### src/sv/gst3_pkg.sv
`default_nettype none

package gst3_pkg;

  localparam logic [7:0] CHAR_NEWLINE = 8'h0A;
  localparam logic [7:0] CHAR_ZERO    = 8'h30;
  localparam logic [7:0] CHAR_NINE    = 8'h39;

  localparam int LARGEST_W = 32;
  localparam int TOTAL_W   = 34;

  localparam logic [LARGEST_W-1:0] LARGEST_MAX = 32'hFFFF_FFFF;
  localparam logic [TOTAL_W-1:0]   TOTAL_MAX   = 34'h3_FFFF_FFFF;

  localparam int QUEUE_DEPTH = 4;

  // work handed from the byte front end to the group back end
  typedef struct packed {
    logic add;    // add value into the group sum first
    logic close;  // then close the group into the top set
    logic last;   // then report and restart
  } ev_flags_t;

endpackage

`default_nettype wire

### src/sv/gst3_front.sv
`default_nettype none

module gst3_front #(
  parameter int SUM_WIDTH = 32
) (
  input  wire logic                  clk,
  input  wire logic                  rst,
  input  wire logic [7:0]            char_byte,
  input  wire logic                  end_of_input,
  input  wire logic                  in_valid,
  output logic                       in_ready,
  input  wire logic                  q_full,
  output logic                       q_push,
  output gst3_pkg::ev_flags_t        ev_flags,
  output logic [SUM_WIDTH-1:0]       ev_value
);

  localparam int WW = SUM_WIDTH + 4;

  logic [SUM_WIDTH-1:0] num;
  logic                 at_line_start;

  logic                 accept;
  logic                 is_digit;
  logic                 is_nl;
  logic [WW-1:0]        wide;
  logic [SUM_WIDTH-1:0] num_dig;
  logic [SUM_WIDTH-1:0] num_now;
  logic                 start_after;

  assign in_ready = !q_full;
  assign accept   = in_valid && in_ready;

  always_comb begin
    is_digit = (char_byte inside {[gst3_pkg::CHAR_ZERO:gst3_pkg::CHAR_NINE]});
    is_nl    = (char_byte == gst3_pkg::CHAR_NEWLINE);
    // num*10 + digit as shifts; any carry into the top nibble saturates
    wide     = (WW'(num) << 3) + (WW'(num) << 1) + WW'(char_byte[3:0]);
    num_dig  = (|wide[WW-1:SUM_WIDTH]) ? '1 : wide[SUM_WIDTH-1:0];
    num_now  = is_digit ? num_dig : num;
    if (is_digit) begin
      start_after = 1'b0;
    end else if (is_nl) begin
      start_after = 1'b1;
    end else begin
      start_after = at_line_start;
    end
    ev_flags.add   = (is_nl && !at_line_start) || (end_of_input && !start_after);
    ev_flags.close = (is_nl && at_line_start) || end_of_input;
    ev_flags.last  = end_of_input;
    ev_value       = num_now;
    q_push         = accept && (ev_flags.add || ev_flags.close);
  end

  always_ff @(posedge clk) begin
    if (rst) begin
      num           <= '0;
      at_line_start <= 1'b1;
    end else if (accept) begin
      if (end_of_input) begin
        num           <= '0;
        at_line_start <= 1'b1;
      end else if (is_digit) begin
        num           <= num_dig;
        at_line_start <= 1'b0;
      end else if (is_nl) begin
        num           <= '0;
        at_line_start <= 1'b1;
      end
    end
  end

endmodule

`default_nettype wire

### src/sv/gst3_queue.sv
`default_nettype none

module gst3_queue #(
  parameter int WIDTH = 35,
  parameter int DEPTH = 4
) (
  input  wire logic             clk,
  input  wire logic             rst,
  input  wire logic             push,
  input  wire logic [WIDTH-1:0] wdata,
  input  wire logic             pop,
  output logic [WIDTH-1:0]      rdata,
  output logic                  full,
  output logic                  empty
);

  localparam int PW = (DEPTH > 1) ? $clog2(DEPTH) : 1;
  localparam int CW = $clog2(DEPTH + 1);

  logic [WIDTH-1:0] mem [DEPTH];
  logic [PW-1:0]    wptr;
  logic [PW-1:0]    rptr;
  logic [CW-1:0]    count;

  assign full  = (count == CW'(DEPTH));
  assign empty = (count == '0);
  assign rdata = mem[rptr];

  always_ff @(posedge clk) begin
    if (push) begin
      mem[wptr] <= wdata;
    end
  end

  always_ff @(posedge clk) begin
    if (rst) begin
      wptr  <= '0;
      rptr  <= '0;
      count <= '0;
    end else begin
      if (push) begin
        wptr <= (wptr == PW'(DEPTH - 1)) ? '0 : wptr + 1'b1;
      end
      if (pop) begin
        rptr <= (rptr == PW'(DEPTH - 1)) ? '0 : rptr + 1'b1;
      end
      if (push && !pop) begin
        count <= count + 1'b1;
      end else if (pop && !push) begin
        count <= count - 1'b1;
      end
    end
  end

endmodule

`default_nettype wire

### src/sv/gst3_back.sv
`default_nettype none

module gst3_back #(
  parameter int SUM_WIDTH = 32,
  parameter int TOP_COUNT = 3
) (
  input  wire logic                         clk,
  input  wire logic                         rst,
  input  wire logic                         q_valid,
  input  wire gst3_pkg::ev_flags_t          q_flags,
  input  wire logic [SUM_WIDTH-1:0]         q_value,
  output logic                              q_pop,
  output logic                              out_valid,
  input  wire logic                         out_ready,
  output logic [gst3_pkg::LARGEST_W-1:0]    largest_group_sum,
  output logic [gst3_pkg::TOTAL_W-1:0]      top_three_total
);

  localparam int TW = SUM_WIDTH + $clog2(TOP_COUNT) + 1;
  localparam int SW = (TW > gst3_pkg::TOTAL_W + 1) ? TW : gst3_pkg::TOTAL_W + 1;
  localparam int LW = (SUM_WIDTH > gst3_pkg::LARGEST_W + 1) ? SUM_WIDTH
                                                             : gst3_pkg::LARGEST_W + 1;

  logic [SUM_WIDTH-1:0] grp;
  logic [SUM_WIDTH-1:0] top  [TOP_COUNT];
  logic [SUM_WIDTH-1:0] ins  [TOP_COUNT];
  logic [SUM_WIDTH-1:0] snap [TOP_COUNT];
  logic                 snap_valid;
  logic                 snap_move;

  logic [SUM_WIDTH:0]   grp_sum;
  logic [SUM_WIDTH-1:0] grp_new;
  logic [TOP_COUNT-1:0] above;
  logic [SW-1:0]        total;
  logic [LW-1:0]        big;

  always_comb begin
    grp_sum = {1'b0, grp} + {1'b0, q_value};
    if (q_flags.add) begin
      grp_new = grp_sum[SUM_WIDTH] ? '1 : grp_sum[SUM_WIDTH-1:0];
    end else begin
      grp_new = grp;
    end
    // set is descending, so "above" is a run of zeros then ones; ties keep their place
    for (int i = 0; i < TOP_COUNT; i++) begin
      above[i] = (top[i] < grp_new);
    end
    for (int i = 0; i < TOP_COUNT; i++) begin
      if (!above[i]) begin
        ins[i] = top[i];
      end else if (i == 0) begin
        ins[i] = grp_new;
      end else if (!above[i-1]) begin
        ins[i] = grp_new;
      end else begin
        ins[i] = top[i-1];
      end
    end
  end

  assign snap_move = snap_valid && (!out_valid || out_ready);
  assign q_pop     = q_valid && (!q_flags.last || !snap_valid || snap_move);

  always_ff @(posedge clk) begin
    if (rst) begin
      grp <= '0;
      for (int i = 0; i < TOP_COUNT; i++) begin
        top[i] <= '0;
      end
    end else if (q_pop) begin
      if (q_flags.close) begin
        grp <= '0;
        for (int i = 0; i < TOP_COUNT; i++) begin
          top[i] <= q_flags.last ? '0 : ins[i];
        end
      end else begin
        grp <= grp_new;
      end
    end
  end

  always_ff @(posedge clk) begin
    if (q_pop && q_flags.last) begin
      for (int i = 0; i < TOP_COUNT; i++) begin
        snap[i] <= ins[i];
      end
    end
  end

  always_ff @(posedge clk) begin
    if (rst) begin
      snap_valid <= 1'b0;
    end else if (q_pop && q_flags.last) begin
      snap_valid <= 1'b1;
    end else if (snap_move) begin
      snap_valid <= 1'b0;
    end
  end

  // result stage: clip largest, add up the kept sums
  always_comb begin
    total = '0;
    for (int i = 0; i < TOP_COUNT; i++) begin
      total = total + SW'(snap[i]);
    end
    big = LW'(snap[0]);
  end

  always_ff @(posedge clk) begin
    if (snap_move) begin
      largest_group_sum <= (big > LW'(gst3_pkg::LARGEST_MAX)) ? gst3_pkg::LARGEST_MAX
                                                              : big[gst3_pkg::LARGEST_W-1:0];
      top_three_total   <= (total > SW'(gst3_pkg::TOTAL_MAX)) ? gst3_pkg::TOTAL_MAX
                                                              : total[gst3_pkg::TOTAL_W-1:0];
    end
  end

  always_ff @(posedge clk) begin
    if (rst) begin
      out_valid <= 1'b0;
    end else if (snap_move) begin
      out_valid <= 1'b1;
    end else if (out_ready) begin
      out_valid <= 1'b0;
    end
  end

endmodule

`default_nettype wire

### src/sv/group_sum_top3_tracker_core.sv
// channel  | dir | handshake             | beat
// ---------+-----+-----------------------+-------------------------------------
// in       | in  | in_valid / in_ready   | char_byte, end_of_input
// out      | out | out_valid / out_ready | largest_group_sum, top_three_total
//
// One byte per cycle while the queue has room: the front builds the number as
// bytes arrive and posts group work into a 4-beat queue; the back retires one
// queue entry a cycle unless a last-flagged head waits on a held snapshot. With
// no stalls the last byte goes via queue write, snapshot pop, output reg to out_valid.
// Reset is synchronous; group and top-set sums clear and no beat is pending afterwards.
// in_ready drops only when the queue is full, i.e. out_ready held low with a
// result waiting, another in the snapshot and a last-flagged beat at the queue head.
`default_nettype none

module group_sum_top3_tracker_core #(
  parameter int TOP_COUNT = 3,
  parameter int SUM_WIDTH = 32
) (
  input  wire logic                         clk,
  input  wire logic                         rst,
  input  wire logic [7:0]                   char_byte,
  input  wire logic                         end_of_input,
  input  wire logic                         in_valid,
  output logic                              in_ready,
  output logic [gst3_pkg::LARGEST_W-1:0]    largest_group_sum,
  output logic [gst3_pkg::TOTAL_W-1:0]      top_three_total,
  output logic                              out_valid,
  input  wire logic                         out_ready
);

  localparam int FW = $bits(gst3_pkg::ev_flags_t);
  localparam int QW = FW + SUM_WIDTH;

  logic                 q_push;
  logic                 q_pop;
  logic                 q_full;
  logic                 q_empty;
  gst3_pkg::ev_flags_t  ev_flags;
  logic [SUM_WIDTH-1:0] ev_value;
  logic [QW-1:0]        q_rdata;
  gst3_pkg::ev_flags_t  hd_flags;
  logic [SUM_WIDTH-1:0] hd_value;

  gst3_front #(
    .SUM_WIDTH(SUM_WIDTH)
  ) u_front (
    .clk(clk),
    .rst(rst),
    .char_byte(char_byte),
    .end_of_input(end_of_input),
    .in_valid(in_valid),
    .in_ready(in_ready),
    .q_full(q_full),
    .q_push(q_push),
    .ev_flags(ev_flags),
    .ev_value(ev_value)
  );

  gst3_queue #(
    .WIDTH(QW),
    .DEPTH(gst3_pkg::QUEUE_DEPTH)
  ) u_queue (
    .clk(clk),
    .rst(rst),
    .push(q_push),
    .wdata({ev_flags, ev_value}),
    .pop(q_pop),
    .rdata(q_rdata),
    .full(q_full),
    .empty(q_empty)
  );

  assign hd_flags = q_rdata[QW-1:SUM_WIDTH];
  assign hd_value = q_rdata[SUM_WIDTH-1:0];

  gst3_back #(
    .SUM_WIDTH(SUM_WIDTH),
    .TOP_COUNT(TOP_COUNT)
  ) u_back (
    .clk(clk),
    .rst(rst),
    .q_valid(!q_empty),
    .q_flags(hd_flags),
    .q_value(hd_value),
    .q_pop(q_pop),
    .out_valid(out_valid),
    .out_ready(out_ready),
    .largest_group_sum(largest_group_sum),
    .top_three_total(top_three_total)
  );

`ifndef SYNTHESIS
  a_no_push_full: assert property (@(posedge clk) disable iff (rst)
    !(q_push && q_full))
    else $error("queue written while full");

  a_no_pop_empty: assert property (@(posedge clk) disable iff (rst)
    q_pop |-> !q_empty)
    else $error("queue read while empty");

  a_last_queued: assert property (@(posedge clk) disable iff (rst)
    (in_valid && in_ready && end_of_input) |=> !q_empty)
    else $error("last beat produced no queued work");
`endif

endmodule

`default_nettype wire
### config.mk
export PLATFORM = sky130hd
export DESIGN_NAME = group_sum_top3_tracker_core
export DESIGN_NICKNAME = d
export VERILOG_FILES = /design/src/sv/gst3_pkg.sv /design/src/sv/gst3_front.sv /design/src/sv/gst3_queue.sv /design/src/sv/gst3_back.sv /design/src/sv/group_sum_top3_tracker_core.sv
export SDC_FILE = /design/constraint.sdc
export NUM_CORES = 1
export LEC_CHECK = 0
export ABC_CLOCK_PERIOD_IN_PS = 5800
export BUFFER_PORTS_ARGS = -buffer_cell sky130_fd_sc_hd__buf_2
export CAP_MARGIN = 0
export CORE_MARGIN = 2
export CORE_UTILIZATION = 50
export CTS_BUF_LIST = sky130_fd_sc_hd__clkbuf_4 sky130_fd_sc_hd__clkbuf_8
export CTS_CLUSTER_SIZE = 12
export DETAILED_ROUTE_END_ITERATION = 10
export HOLD_SLACK_MARGIN = 0.03
export PLACE_DENSITY = 0.69
export SLEW_MARGIN = 20
export SYNTH_ARGS = -nofsm -noshare
export SYNTH_HDL_FRONTEND = slang
export SYNTH_SLANG_ARGS = --single-unit
### constraint.sdc
create_clock -name clk -period 5.8 [get_ports clk]
set_clock_uncertainty 0.05 [all_clocks]
set_input_delay 0.58 -clock clk [delete_from_list [all_inputs] [get_ports clk]]
set_output_delay 0.58 -clock clk [all_outputs]
set_load 0.01 [all_outputs]
==> run_results.csv, run 1 <==
group,metric,value,unit
outcome,status,"complete, but fails checks",
outcome,violations,"negative setup slack",
sta,fmax,161,MHz
detailed_routing,wl_per_cell,20.7,µm
clock_network,clock_sinks,474,
worst_setup_path,worstPathRequired,6.14,ns
placement,gp_congestion,0.884,
synthesis,seq_area_frac_synth,0.479,
global_route,antenna_found_initial,1,
sta,finalSetupTns,-53.27,ns
final_layout,final_nets,3181,
placement,dpl.hpwl,51200,µm
worst_setup_path,path_class,"reg2reg",
worst_setup_path,crit_buf_inv,5,
floorplanning,ios,81,
clock_network,clkTransAtPathRegs,0.06,ns
floorplanning,die_width,241,µm
global_route,grt_overflow,0,
detailed_routing,wl,77000,µm
clock_network,insertion_delay,0.68,ns
worst_setup_path,critPathMostFrequentCell,"buf_4",
run,drv_cap,0,
synthesis,ys_seq_elements,474,
global_route,grt_pass1_wl,118000,µm
clock_network,cts_root_buf,"clkbuf_8",
synthesis,synthFlopType,"edfxtp_1",
floorplanning,start_util,0.508,
floorplanning,core_area,55400,µm²
placement,portBuffers,80,
clock_network,cts_buffers,78,
clock_network,clk_path_buf_depth,3,
synthesis,synth_enable_flop_cells,398,
global_route,track_usage,0.258,
worst_setup_path,arrival,6.57,ns
sta,hold_viol_final,0,
final_layout,multi_input_area,16100,µm²
floorplanning,rows,86,
sta,min_period_over_period,1.07,
sta,setup_ws,-0.431,ns
synthesis,synthCells,2535,
worst_setup_path,crit_path_max_fanout,8,
final_layout,fillCellCount,4020,
final_layout,utilization,0.645,
final_layout,final-seq-area,13500,µm²
worst_setup_path,crit_path_max_incr_delay,0.54,ns
synthesis,synth_area,28100,µm²
detailed_routing,firstDrtPassIters,7,
synthesis,async_flop_share,0,
sta,period_needed,6.23,ns
clock_network,cts_tree,"yes",
floorplanning,die_area,58200,µm²
final_layout,synthToLayoutAreaGrowth,27.0,%
worst_setup_path,worstPathCellList,"mux4_2 -> ha_4 -> fa_2 -> a211oi_2 -> o211ai_1 -> buf_4 -> a31oi_4 -> a31oi_4 -> nor3_4 -> buf_4 -> o311a_1 -> o32a_1 -> inv_2 -> buf_4 -> ha_4 -> nand4_1 -> nor3_4 -> nand3_2 -> o311a_4 -> a21bo_4 -> and2_4 -> buf_12 -> mux2i_4 -> a211oi_2",
worst_setup_path,path_delay_family,"compound AO/OA/AOI/OAI gates",
worst_setup_path,end_kind,"register",
sta,report.final.slew_viol_count,0,
detailed_routing,num_vias,22385,
worst_setup_path,cp-start-kind,"register",
detailed_routing,drtIter0Drc,1725,
clock_network,h-tree-depth,3,
detailed_routing,viasPerCell,6.03,
synthesis,yosysWarnings,0,
global_route,grt_max_degree,67,
global_route,grt_pass1_vias,22125,
floorplanning,die_h,241,µm
sta,worstMarginPinSlew,1.02,ns
synthesis,synth_nets,2812,
detailed_routing,drcViolationCount,0,
placement,pre_cts_ws,-0.528,ns
final_layout,drive_gt1_frac,0.314,
worst_setup_path,slowest_stage,"mux4_2",
sta,setup_viol,192,
sta,slew_headroom,0.319,
hold_path,hp-class,"in2reg",
clock_network,ctsHoldBuffers,0,
synthesis,syn_area_per_cell,11.1,µm²
sta,rsz0062_at_grt,"yes",
detailed_routing,ant_nets,0,
synthesis,synth.distinct_cells,92,
==> tightest hold or removal path: stages <==
cell and delay [ns]:
buf_2 0.12, a22oi_1 0.07, o21ai_0 0.06
==> flip-flops by register name, indices dropped and copies added, names as in the netlist, 2 cells and up, named ones only <==
| register | flops |
|---|---|
| u_back.snap | 96 |
| u_queue.rptr | 2 |
| u_back.top_three_total | 34 |
| u_front.num | 32 |
| u_queue.count | 3 |
| u_queue.wptr | 2 |
| u_back.grp | 32 |
| u_back.top | 96 |
| u_queue.mem | 140 |
| u_back.largest_group_sum | 32 |
==> synthesized netlist by cell type (all sizes together) (42+ instances only) <==
| master | number | area, µm² |
|---|---|---|
| a211oi | 85 | 648 |
| a21o | 77 | 578 |
| a21oi | 233 | 1180 |
| a31oi | 46 | 294 |
| and2 | 42 | 263 |
| clkbuf | 69 | 262 |
| dfxtp | 76 | 1520 |
| edfxtp | 398 | 12000 |
| ha | 258 | 3230 |
| inv | 69 | 259 |
| mux2i | 57 | 571 |
| nand2 | 127 | 477 |
| nand3 | 45 | 225 |
| nor2 | 242 | 911 |
| o21ai | 139 | 696 |
| xnor2 | 65 | 569 |
==> cell families (layout without fill, tap and decap cells) <==
family,Yosys count,in the layout,synth area share
AND/OR/NAND/NOR,629,629,0.106
flip-flops,474,474,0.479
XOR/XNOR,101,101,0.0314
AO/OA/AOI/OAI,771,771,0.178
buffers and inverters,179,609,0.0290
multiplexers,117,117,0.0583
adder cells (fa/ha/maj),264,264,0.119
other,0,1,0
==> final cells by class <==
cell class,instances,share of cell area
inverters,69,0.00724
clock buffers,105,0.0364
diodes,1,0.0000700
clock inverters,36,0.00931
flip-flops and latches,474,0.377
well taps,748,0.0262
repair buffers,399,0.0927
multi-input cells,1882,0.451
==> per-stage QoR <==
stage,hold WS [ns],cell area (µm²),instances
5_1_grt,0.180,35800,3714
3_5_place_dp,0.400,31000,3497
2_1_floorplan,0.383,28200,2535
6_report,0.140,35800,3714
3_3_place_gp,0.404,31000,3497
4_1_cts,0.0943,34900,3703
==> layout by cell type (no fill, tap or decap), types with 33 or more instances in the layout <==
cell        n
mux2i_4    47
inv_1      66
a21o_1     77
ha_1      239
xnor2_1    64
o21ai_0   118
a21oi_1   175
buf_4     265
nor2_1    214
edfxtp_1  398
a211oi_1   34
a21oi_2    50
clkbuf_8   82
mux4_2     35
nand2_1    99
xor2_1     35
a22oi_1    33
a31oi_1    34
buf_2      80
dfxtp_1    75
nand3_1    37
a211oi_2   51
==> repair_timing <==
| action | in CTS | in global routing |
|---|---|---|
| hold endpoints to repair | 0 | 0 |
| gates cloned | 10 | 1 |
| buffers inserted | 58 | 15 |
| endpoints found under the setup margin | 192 | 193 |
| pin swaps | 130 | 71 |
| gates resized for setup | 317 | 179 |
==> path summary, 6_finish.rpt <==
kind	slack, ns	cells past startpoint	to	start
hold / removal	0.14	3	u_front.num[0]	char_byte[0]
setup reg to reg	-0.43	24	u_back.top[0][38]	register
hold reg to reg	0.43	0	u_back.largest_group_sum[29]	u_back.snap[0][29]
setup / recovery	-0.43	24	u_back.top[0][38]	register
==> layer usage <==
layer / part of all wire / wire length, µm / global-route usage / up-vias
met2: 0.48 / 36900 / 0.431 / 845
met5: 0 / 0 / 0 / -
li1: - / - / - / 10500
met3: 0.066 / 5070 / 0.0371 / 174
met4: 0.034 / 2640 / 0.105 / 0
met1: 0.42 / 32400 / 0.339 / 10866
Power of run 1 is not shown: default switching activity piles up to over one toggle a cycle in this logic, so the estimate is an artifact.
==> run 2: changes to the inputs <==
SETUP_SLACK_MARGIN = 0.2   (was unset)
==> run 2 against run 1 <==
Net effect: critical path depth grew 1; utilization fell by 1.6 points; non-clock buffer count down 43; via count fell by 2.0%; critical path type unchanged; the run still ends with negative setup slack left; hold slack gained 0.028 ns; fmax grew 3.2%; sequential share of layout area increased by 0.97 points; cell count shrank 0.92%; first-iteration DRC count down 14%; wire length fell by 4.0%; global-route usage shrank 0.54 points; final area shrank 2.5%.
==> run_results.csv, run 2 (synthesis results as in run 1) <==
group,metric,value,unit
clock_network,cts_root_buf,"clkbuf_8",
sta,min_period_over_period,1.04,
sta,worstMarginPinSlew,0.876,ns
sta,fmax,166,MHz
placement,dpl.hpwl,52900,µm
outcome,status,"complete, but fails checks",
outcome,violations,"negative setup slack",
floorplanning,die_area,58200,µm²
detailed_routing,wl_per_cell,20.1,µm
floorplanning,rows,86,
clock_network,clock_sinks,474,
detailed_routing,drcViolationCount,0,
final_layout,largest_reg_flops,140,
detailed_routing,wl,73900,µm
clock_network,clk_path_buf_depth,3,
clock_network,cts_buffers,80,
sta,slew_headroom,0.416,
hold_path,hold_start,"char_byte[0]",
worst_setup_path,path_class,"reg2reg",
worst_setup_path,reg2reg_to,"u_back.top[0][64]",
final_layout,final_cells,3680,
clock_network,insertion_delay,0.68,ns
worst_setup_path,rr_worst_depth,25,
global_route,grt_pass1_vias,21879,
worst_setup_path,reg2reg_slack,-0.24,ns
final_layout,layout_commonest_cell,"edfxtp_1",
detailed_routing,viasPerCell,5.96,
detailed_routing,num_vias,21939,
sta,hold_viol_final,0,
sta,rsz0062_at_grt,"yes",
global_route,grt_max_degree,68,
sta,report.final.slew_viol_count,0,
detailed_routing,drtIter0Drc,1479,
sta,setup_viol,186,
placement,gp_congestion,0.907,
hold_path,hp-class,"in2reg",
detailed_routing,ant_nets,0,
global_route,grt_overflow,0,
final_layout,layout_common_cells,"398 x edfxtp_1, 238 x ha_1, 236 x nor2_1",
floorplanning,die_width,241,µm
clock_network,cts_tree,"yes",
worst_setup_path,cp-start-kind,"register",
final_layout,max_flop_register,"u_queue.mem",
worst_setup_path,arrival,6.37,ns
final_layout,final_nets,3140,
final_layout,top_regs,"u_queue.mem x140, u_back.snap x96, u_back.top x96",
global_route,antenna_found_initial,1,
run,drv_cap,0,
floorplanning,start_util,0.508,
global_route,track_usage,0.253,
clock_network,ctsHoldBuffers,0,
final_layout,synthToLayoutAreaGrowth,23.8,%
floorplanning,core_area,55400,µm²
clock_network,clkTransAtPathRegs,0.06,ns
sta,period_needed,6.04,ns
placement,placed_cells,3481,
worst_setup_path,crit_path_max_fanout,7,
global_route,grt_pass1_wl,116000,µm
worst_setup_path,end_kind,"register",
clock_network,h-tree-depth,3,
placement,portBuffers,80,
sta,setup_ws,-0.236,ns
worst_setup_path,worstPathRequired,6.14,ns
detailed_routing,firstDrtPassIters,8,
hold_path,hold_path_end,"u_front.num[0]",
floorplanning,ios,81,
hold_path,hold_depth,3,
final_layout,drive_gt1_frac,0.269,
floorplanning,die_h,241,µm
==> run 2: timing repair <==
action	4_1_cts	5_1_grt
gates resized for setup	151	109
cloned	6	1
setup buffers	34	7
pin swaps	62	37
endpoints found under the setup margin	192	195
==> run 2: worst max-delay path: stages, from the launching register on <==
cell,delay (ns)
dfxtp_4,0.39
mux4_2,0.55
ha_4,0.18
fa_2,0.35
a211oi_2,0.23
o211ai_1,0.18
a31o_2,0.29
o21ai_2,0.15
nor2_2,0.05
or4_4,0.43
a41oi_4,0.17
inv_2,0.06
buf_4,0.13
buf_4,0.12
buf_6,0.11
ha_4,0.25
nand4_1,0.12
nor3_4,0.22
or4b_4,0.48
o221a_4,0.26
o221ai_4,0.06
or2_4,0.26
buf_12,0.14
buf_16,0.16
mux2i_4,0.25
a211oi_1,0.10
==> run 2: cell type report <==
cell class	instances	area, µm²
sequential	474	13500
inverter	69	259
fill	4268	20600
multi-input combinational	1882	15500
tap	748	936
clock inverter	48	455
antenna	1	2.50
timing repair buffer	356	2940
clock buffer	102	1290
==> run 2: how the worst max path moves through the flow <==
stage / start / end / slack, ns / cells past startpoint
2_1_floorplan: register / u_back.top[0][29] / -0.13 / 22
3_3_place_gp: register / u_back.top[0][32] / -0.34 / 24
3_5_place_dp: register / u_back.top[0][18] / -0.41 / 21
4_1_cts: register / u_back.top[0][71] / -0.19 / 25
5_1_grt: register / u_back.top[0][56] / -0.47 / 27
6_report: register / u_back.top[0][64] / -0.24 / 25
==> run 2: per-stage QoR <==
step / setup TNS (ns) / util / hold WS (ns) / setup slack, ns / cell area (µm²)
floorplan: -6.31 / - / 0.383 / -0.126 / 28600
global placement: -40.76 / 0.564 / 0.415 / -0.339 / 31200
detailed placement: -54.26 / 0.564 / 0.409 / -0.405 / 31200
CTS: -18.31 / 0.617 / 0.126 / -0.187 / 34200
global route: -71.19 / 0.629 / 0.171 / -0.474 / 34900
finish: -24.39 / 0.629 / 0.168 / -0.236 / 34900
==> run 2: per-layer routing <==
| layer | up-vias | global-route usage | wire length, µm |
|---|---|---|---|
| met5 | - | 0 | 0 |
| met4 | 0 | 0.0945 | 2380 |
| met3 | 143 | 0.0312 | 4600 |
| met2 | 787 | 0.427 | 35900 |
| met1 | 10572 | 0.334 | 31100 |
| li1 | 10437 | - | - |
Power of run 2 is left out for the same reason.
